===== src/rtl/tprs_pkg.sv =====
// Shared types, widths and codes for the tabulated density rejection sampler.
`default_nettype none
package tprs_pkg;

    localparam int MAX_POINTS = 64;
    localparam int ADDR_W     = $clog2(MAX_POINTS);
    localparam int CNT_W      = $clog2(MAX_POINTS + 1);

    localparam int DATA_W  = 16;
    localparam int FRAC_W  = 8;
    localparam int QUO_W   = DATA_W + FRAC_W;
    localparam int SLOPE_W = QUO_W + 1;
    localparam int STEP_W  = $clog2(QUO_W);

    localparam int MUL_A_W = SLOPE_W + 1;
    localparam int MUL_B_W = DATA_W + 2;
    localparam int PROD_W  = MUL_A_W + MUL_B_W;
    localparam int CURVE_W = PROD_W + 1;

    localparam int IN_DATA_W  = 64;
    localparam int IN_USER_W  = 2;
    localparam int OUT_DATA_W = 24;

    typedef enum logic [1:0] {
        ACT_CLEAR   = 2'd0,
        ACT_LOAD    = 2'd1,
        ACT_PROPOSE = 2'd2,
        ACT_NOP     = 2'd3
    } t_action;

    typedef enum logic [1:0] {
        ST_OK           = 2'd0,
        ST_FEW_POINTS   = 2'd1,
        ST_TABLE_FULL   = 2'd2,
        ST_ZERO_SPACING = 2'd3
    } t_status;

    typedef enum logic [3:0] {
        S_IDLE,
        S_DECODE,
        S_DIV,
        S_SLOPE_WR,
        S_MUL_Y,
        S_SCAN_INIT,
        S_SCAN_RD,
        S_SCAN_CMP,
        S_CURVE,
        S_FINISH
    } t_state;

    typedef struct packed {
        logic    capture;
        logic    clear;
        logic    load_begin;
        logic    div_step;
        logic    slope_wr;
        logic    mul_x;
        logic    mul_y;
        logic    scan_init;
        logic    mem_rd;
        logic    scan_dec;
        logic    curve_mul;
        logic    curve_done;
        logic    st_load;
        t_status st;
        logic    res_load;
    } t_cmd;

    typedef struct packed {
        t_action action;
        logic    full;
        logic    few;
        logic    spacing_zero;
        logic    count_zero;
        logic    new_spacing_zero;
        logic    div_last;
        logic    scan_more;
        logic    out_busy;
    } t_stat;

endpackage
`default_nettype wire


===== src/rtl/tprs_ctrl.sv =====
// Controller state machine: sequences clear, load, propose and no-op words.
`default_nettype none
module tprs_ctrl (
    input  wire logic           i_clk,
    input  wire logic           i_rst_n,
    input  wire logic           i_in_valid,
    output logic                o_in_ready,
    input  wire tprs_pkg::t_stat i_stat,
    output tprs_pkg::t_cmd      o_cmd
);
    import tprs_pkg::*;

    t_state r_state;
    t_state n_state;

    always_ff @(posedge i_clk) begin
        if (!i_rst_n) begin
            r_state <= S_IDLE;
        end else begin
            r_state <= n_state;
        end
    end

    always_comb begin
        n_state    = r_state;
        o_cmd      = '0;
        o_in_ready = 1'b0;
        case (r_state)
            S_IDLE: begin
                // hold off input while reset is applied
                o_in_ready = i_rst_n;
                if (i_in_valid && i_rst_n) begin
                    o_cmd.capture = 1'b1;
                    n_state       = S_DECODE;
                end
            end
            S_DECODE: begin
                o_cmd.st_load = 1'b1;
                o_cmd.st      = ST_OK;
                n_state       = S_FINISH;
                case (i_stat.action)
                    ACT_CLEAR: begin
                        o_cmd.clear = 1'b1;
                    end
                    ACT_LOAD: begin
                        if (i_stat.full) begin
                            o_cmd.st = ST_TABLE_FULL;
                        end else begin
                            o_cmd.load_begin = 1'b1;
                            if (i_stat.count_zero) begin
                                n_state = S_FINISH;
                            end else if (i_stat.new_spacing_zero) begin
                                // store a flat segment, skip the divider
                                o_cmd.st = ST_ZERO_SPACING;
                                n_state  = S_SLOPE_WR;
                            end else begin
                                n_state = S_DIV;
                            end
                        end
                    end
                    ACT_PROPOSE: begin
                        if (i_stat.few) begin
                            o_cmd.st = ST_FEW_POINTS;
                        end else if (i_stat.spacing_zero) begin
                            o_cmd.st = ST_ZERO_SPACING;
                        end else begin
                            o_cmd.mul_x = 1'b1;
                            n_state     = S_MUL_Y;
                        end
                    end
                    default: begin
                        n_state = S_FINISH;
                    end
                endcase
            end
            S_DIV: begin
                o_cmd.div_step = 1'b1;
                if (i_stat.div_last) begin
                    n_state = S_SLOPE_WR;
                end
            end
            S_SLOPE_WR: begin
                o_cmd.slope_wr = 1'b1;
                n_state        = S_FINISH;
            end
            S_MUL_Y: begin
                o_cmd.mul_y = 1'b1;
                n_state     = S_SCAN_INIT;
            end
            S_SCAN_INIT: begin
                o_cmd.scan_init = 1'b1;
                n_state         = S_SCAN_RD;
            end
            S_SCAN_RD: begin
                o_cmd.mem_rd = 1'b1;
                n_state      = S_SCAN_CMP;
            end
            S_SCAN_CMP: begin
                if (i_stat.scan_more) begin
                    o_cmd.scan_dec = 1'b1;
                    n_state        = S_SCAN_RD;
                end else begin
                    o_cmd.curve_mul = 1'b1;
                    n_state         = S_CURVE;
                end
            end
            S_CURVE: begin
                o_cmd.curve_done = 1'b1;
                n_state          = S_FINISH;
            end
            S_FINISH: begin
                // hold until the output register can take the word
                if (!i_stat.out_busy) begin
                    o_cmd.res_load = 1'b1;
                    n_state        = S_IDLE;
                end
            end
            default: begin
                n_state = S_IDLE;
            end
        endcase
    end

endmodule
`default_nettype wire


===== config.mk =====
export PLATFORM = sky130hd
export DESIGN_NAME = tprs_ctrl
export DESIGN_NICKNAME = d
export VERILOG_FILES = /design/src/rtl/tprs_pkg.sv /design/src/rtl/tprs_ctrl.sv
export SDC_FILE = /design/constraint.sdc
export NUM_CORES = 1
export LEC_CHECK = 0
export ABC_AREA = 1
export BUFFER_PORTS_ARGS = -buffer_cell sky130_fd_sc_hd__buf_2
export CAP_MARGIN = 30
export CORE_AREA = 2 2 39 41
export DETAILED_ROUTE_END_ITERATION = 10
export DIE_AREA = 0 0 41 43
export GPL_TIMING_DRIVEN = 0
export PLACE_DENSITY = 0.75
export SYNTH_ARGS = -nofsm -noshare
export SYNTH_HDL_FRONTEND = slang
export SYNTH_SLANG_ARGS = --single-unit

===== constraint.sdc =====
create_clock -name i_clk -period 1.49 [get_ports i_clk]
set_clock_uncertainty 0.2 [all_clocks]
set_input_delay 0.298 -clock i_clk [delete_from_list [all_inputs] [get_ports i_clk]]
set_output_delay 0.298 -clock i_clk [all_outputs]
set_load 0.02 [all_outputs]

==> impl_results.md <==
- Status: complete, but fails checks
- Failing checks: negative setup slack
- Port bufs: 29
- Nets: 161
- Hold_sp: i_rst_n
- Worst EP required: 0.99 ns
- Synth warn: 0
- Synth Area in XOR/XNOR: 0
- Rows: 14
- Root Driver: clkbuf_4
- # hold bufs at CTS: 0
- Clk sinks: 4
- Core ar.: 1380 um2
- Worst ir drop on vdd: 0.534 mV
- Overflow after GRT: 0
- Regs by FF count: r_state x4
- Worst r2r dst: r_state[0]$_SDFFE_PN0P_
- Layout cell share with drive strength beyond 1: 0.650
- Min Tclk post-route: 1.75 ns
- Gpl congestion: 0.770
- Max reg flops: 4
- DRT Wirelength: 2.13 mm
- Pre-CTS setup slack: -0.252 ns
- Clk pwr share: 0.152
- Synth Net Count: 111
- Final setup margin: -0.263 ns
- Yosys reg bits: 4
- Initial DRT Pass Iterations: 4
- Global-route wire length before repair: 2.59 mm
- Max incr delay on CP: 0.34 ns
- Cell-internal power: 0.470 mW
- Per-cell routed wire length: 13.4 um
- Util after Layout: 0.822
- Relative slew slack: 0.842
- Worst-path clk slew: 0.04 ns
- Die area: 1760 um2
- Worst Tran Pin Value: 0.237 ns
- RSZ-0062 raised after global routing: yes
- Clk Latency, worst-skew pair: 0.23 ns
- Fin crit share: 1.18
- Area of the multi-input gates: 528 um2
- Highest-delay cell along the critical path: dfxtp_2
- Hpwl dp: 1.11 mm
- Seq. cell area: 92.6 um2
- Syn-to-layout area delta: 109%
- Final Hold Vio Count: 0
- Hold Path Class: in2reg
- Via count: 815
- Sequential share of power: 0.182
- Biggest register: r_state
- Cells along the critical path: nor2_4 > inv_4 > nor2_8 > inv_6 > nor3_4 > buf_6
- Critical path peak fanout: 4
- Antenna-violating nets left: 0
- Avg Inst Size Synth: 5.73 um2
- Library cells used by synthesis: 21
- Die span in x: 41 um
- Worst hold path depth: 3
- Final setup TNS: -3.27 ns
- Post-Synth Simple-Gate Area: 0.494
- CTS tree: yes
- R2R Setup Slk: 0.01 ns
- Max frequency: 570 MHz
- Max Root-Sink Buffers: 2
- Mapped cell area: 544 um2
- Height of the die: 43 um
- DR DRC count: 0
- Pwr Total: 0.881 mW
- Gate power share: 0.666
- DR vias/cell: 5.13
- Largest net degree at the start of global routing: 8
- GRT Total Usage: 0.211
- Main combinational cell family by area after synthesis: simple AND/OR/NAND/NOR gates
- Sink of the worst hold path: r_state[3]$_SDFFE_PN0P_
- TritonCTS Buffers: 3
- Starting Density: 0.393
- Post-Synthesis Cells: 95
- Nature of the critical path endpoint: output pin
- Synth Area in Adders: 0.0690
- R2R cell count: 10
- Leak pwr: 0.576 nW
- Fin. max-slew vios: 0
- Vias in the first global route: 668
- # Max-Cap Violations: 0
- Final setup vio count: 17
- Layout fillers: 78
- Register area share after synthesis: 0.147
- Switching share of power: 0.467
- H-tree depth: 1
- Mux contribution to synthesized area: 0
- Setup Crit Path Kind: reg2out
- Synth Area in Compound Gates: 0.113
- Initial antenna violation count: 0
- Nature of the critical path startpoint: register
- 1st-iter DRT viols: 23
- Sw power: 0.411 mW
- I/O pins: 30
- Power per Cell Area: 774 nW/um2
- CP Launch Point: r_state[2]$_SDFFE_PN0P_
- Critical Path AT: 1.26 ns
- Antenna Cells: 0
- Critical register-to-register path startpoint: r_state[2]$_SDFFE_PN0P_
power by group through the flow:
stage | Sequential, mW | Clock, mW | Combinational (mW)
finish | 0.161 | 0.134 | 0.587
global route | 0.163 | 0.137 | 0.628
CTS | 0.162 | 0.132 | 0.453
detailed placement | 0.156 | 0 | 0.355
global placement | 0.156 | 0 | 0.349
floorplan | 0.152 | 0 | 0.271
layout by cell type, fill, tap and decap left out, drive strengths merged:
| cell | netlist | final |
|---|---|---|
| buf | 0 | 45 |
| inv | 25 | 24 |
| nor2 | 22 | 22 |
| nand2 | 17 | 17 |
| a21oi | 8 | 8 |
| nand3 | 6 | 6 |
| nor3 | 5 | 5 |
| dfxtp | 4 | 4 |
| clkbuf | 0 | 3 |
| ha | 3 | 3 |
| a31oi | 2 | 2 |
| and3 | 1 | 1 |
| clkinv | 0 | 1 |
| o21ai | 1 | 1 |
| nand4 | 1 | 1 |
cell usage after synthesis:
| cell | number | share of area |
|---|---|---|
| and3_4 | 1 | 0.021 |
| nor2_1 | 18 | 0.12 |
| a31oi_1 | 2 | 0.023 |
| ha_1 | 3 | 0.069 |
| nand4_2 | 1 | 0.023 |
| inv_1 | 20 | 0.14 |
| nor3_2 | 1 | 0.018 |
| inv_2 | 4 | 0.028 |
| nor2_2 | 2 | 0.023 |
| inv_4 | 1 | 0.012 |
| nand2_2 | 1 | 0.012 |
| nor2_4 | 1 | 0.021 |
| nand3_1 | 6 | 0.055 |
| a21oi_1 | 7 | 0.064 |
| nor2_8 | 1 | 0.037 |
| dfxtp_1 | 4 | 0.15 |
| o21ai_0 | 1 | 0.0092 |
| nor3_1 | 4 | 0.037 |
| a21oi_2 | 1 | 0.016 |
| nand2_4 | 1 | 0.021 |
| nand2_1 | 15 | 0.10 |
final cells by class:
class,count,area share
Tap cell,16,0.0176
Inverter,25,0.100
Multi-Input combinational cell,66,0.464
Sequential cell,4,0.0814
Timing Repair Buffer,45,0.317
Clock buffer,3,0.0198
critical path, delay by kind of cell, from the launching register on:
family	cells	cell delay, ns
flip-flops	1	0.34
AND/OR/NAND/NOR	3	0.42
buffers and inverters	3	0.27
layer usage:
layer | track usage | part of all wire | up-vias | wire, um
met3 | 0 | 0.047 | 10 | 100
met5 | 0 | 0 | - | 0
met1 | 0.204 | 0.34 | 376 | 724
met4 | 0.0600 | 0.033 | 0 | 70
li1 | - | - | 391 | -
met2 | 0.431 | 0.58 | 38 | 1240
stage by stage:
| stage | cell area, um2 | cells | hold WS [ns] |
|---|---|---|---|
| after floorplan | 609 | 95 | 0.196 |
| after global placement | 774 | 140 | 0.308 |
| after detailed placement | 774 | 140 | 0.316 |
| after CTS | 981 | 152 | 0.0786 |
| after global routing | 1140 | 159 | 0.102 |
| final | 1140 | 159 | 0.0736 |
how the worst max path moves through the flow:
| stage | slack (ns) | endpoint | cells past startpoint |
|---|---|---|---|
| after floorplan | -0.04 | o_cmd[5] | 4 |
| after global placement | -0.24 | o_cmd[1] | 8 |
| after detailed placement | -0.25 | o_cmd[1] | 8 |
| after CTS | -0.23 | o_cmd[13] | 6 |
| after global routing | -0.36 | o_cmd[5] | 5 |
| final | -0.26 | o_cmd[13] | 6 |
timing repair:
action	in CTS	in global routing
gates resized for setup	38	29
setup buffers	9	7
cloned	0	0
endpoints found under the setup margin	17	19
pin swaps	7	6
cells by family after synthesis:
family,after synthesis
and+or+nand+nor,52
buffers and inverters,25
AOI/OAI and AO/OA,11
DFF,4
adders and majority gates,3
Power figures use the tool's default switching activity.
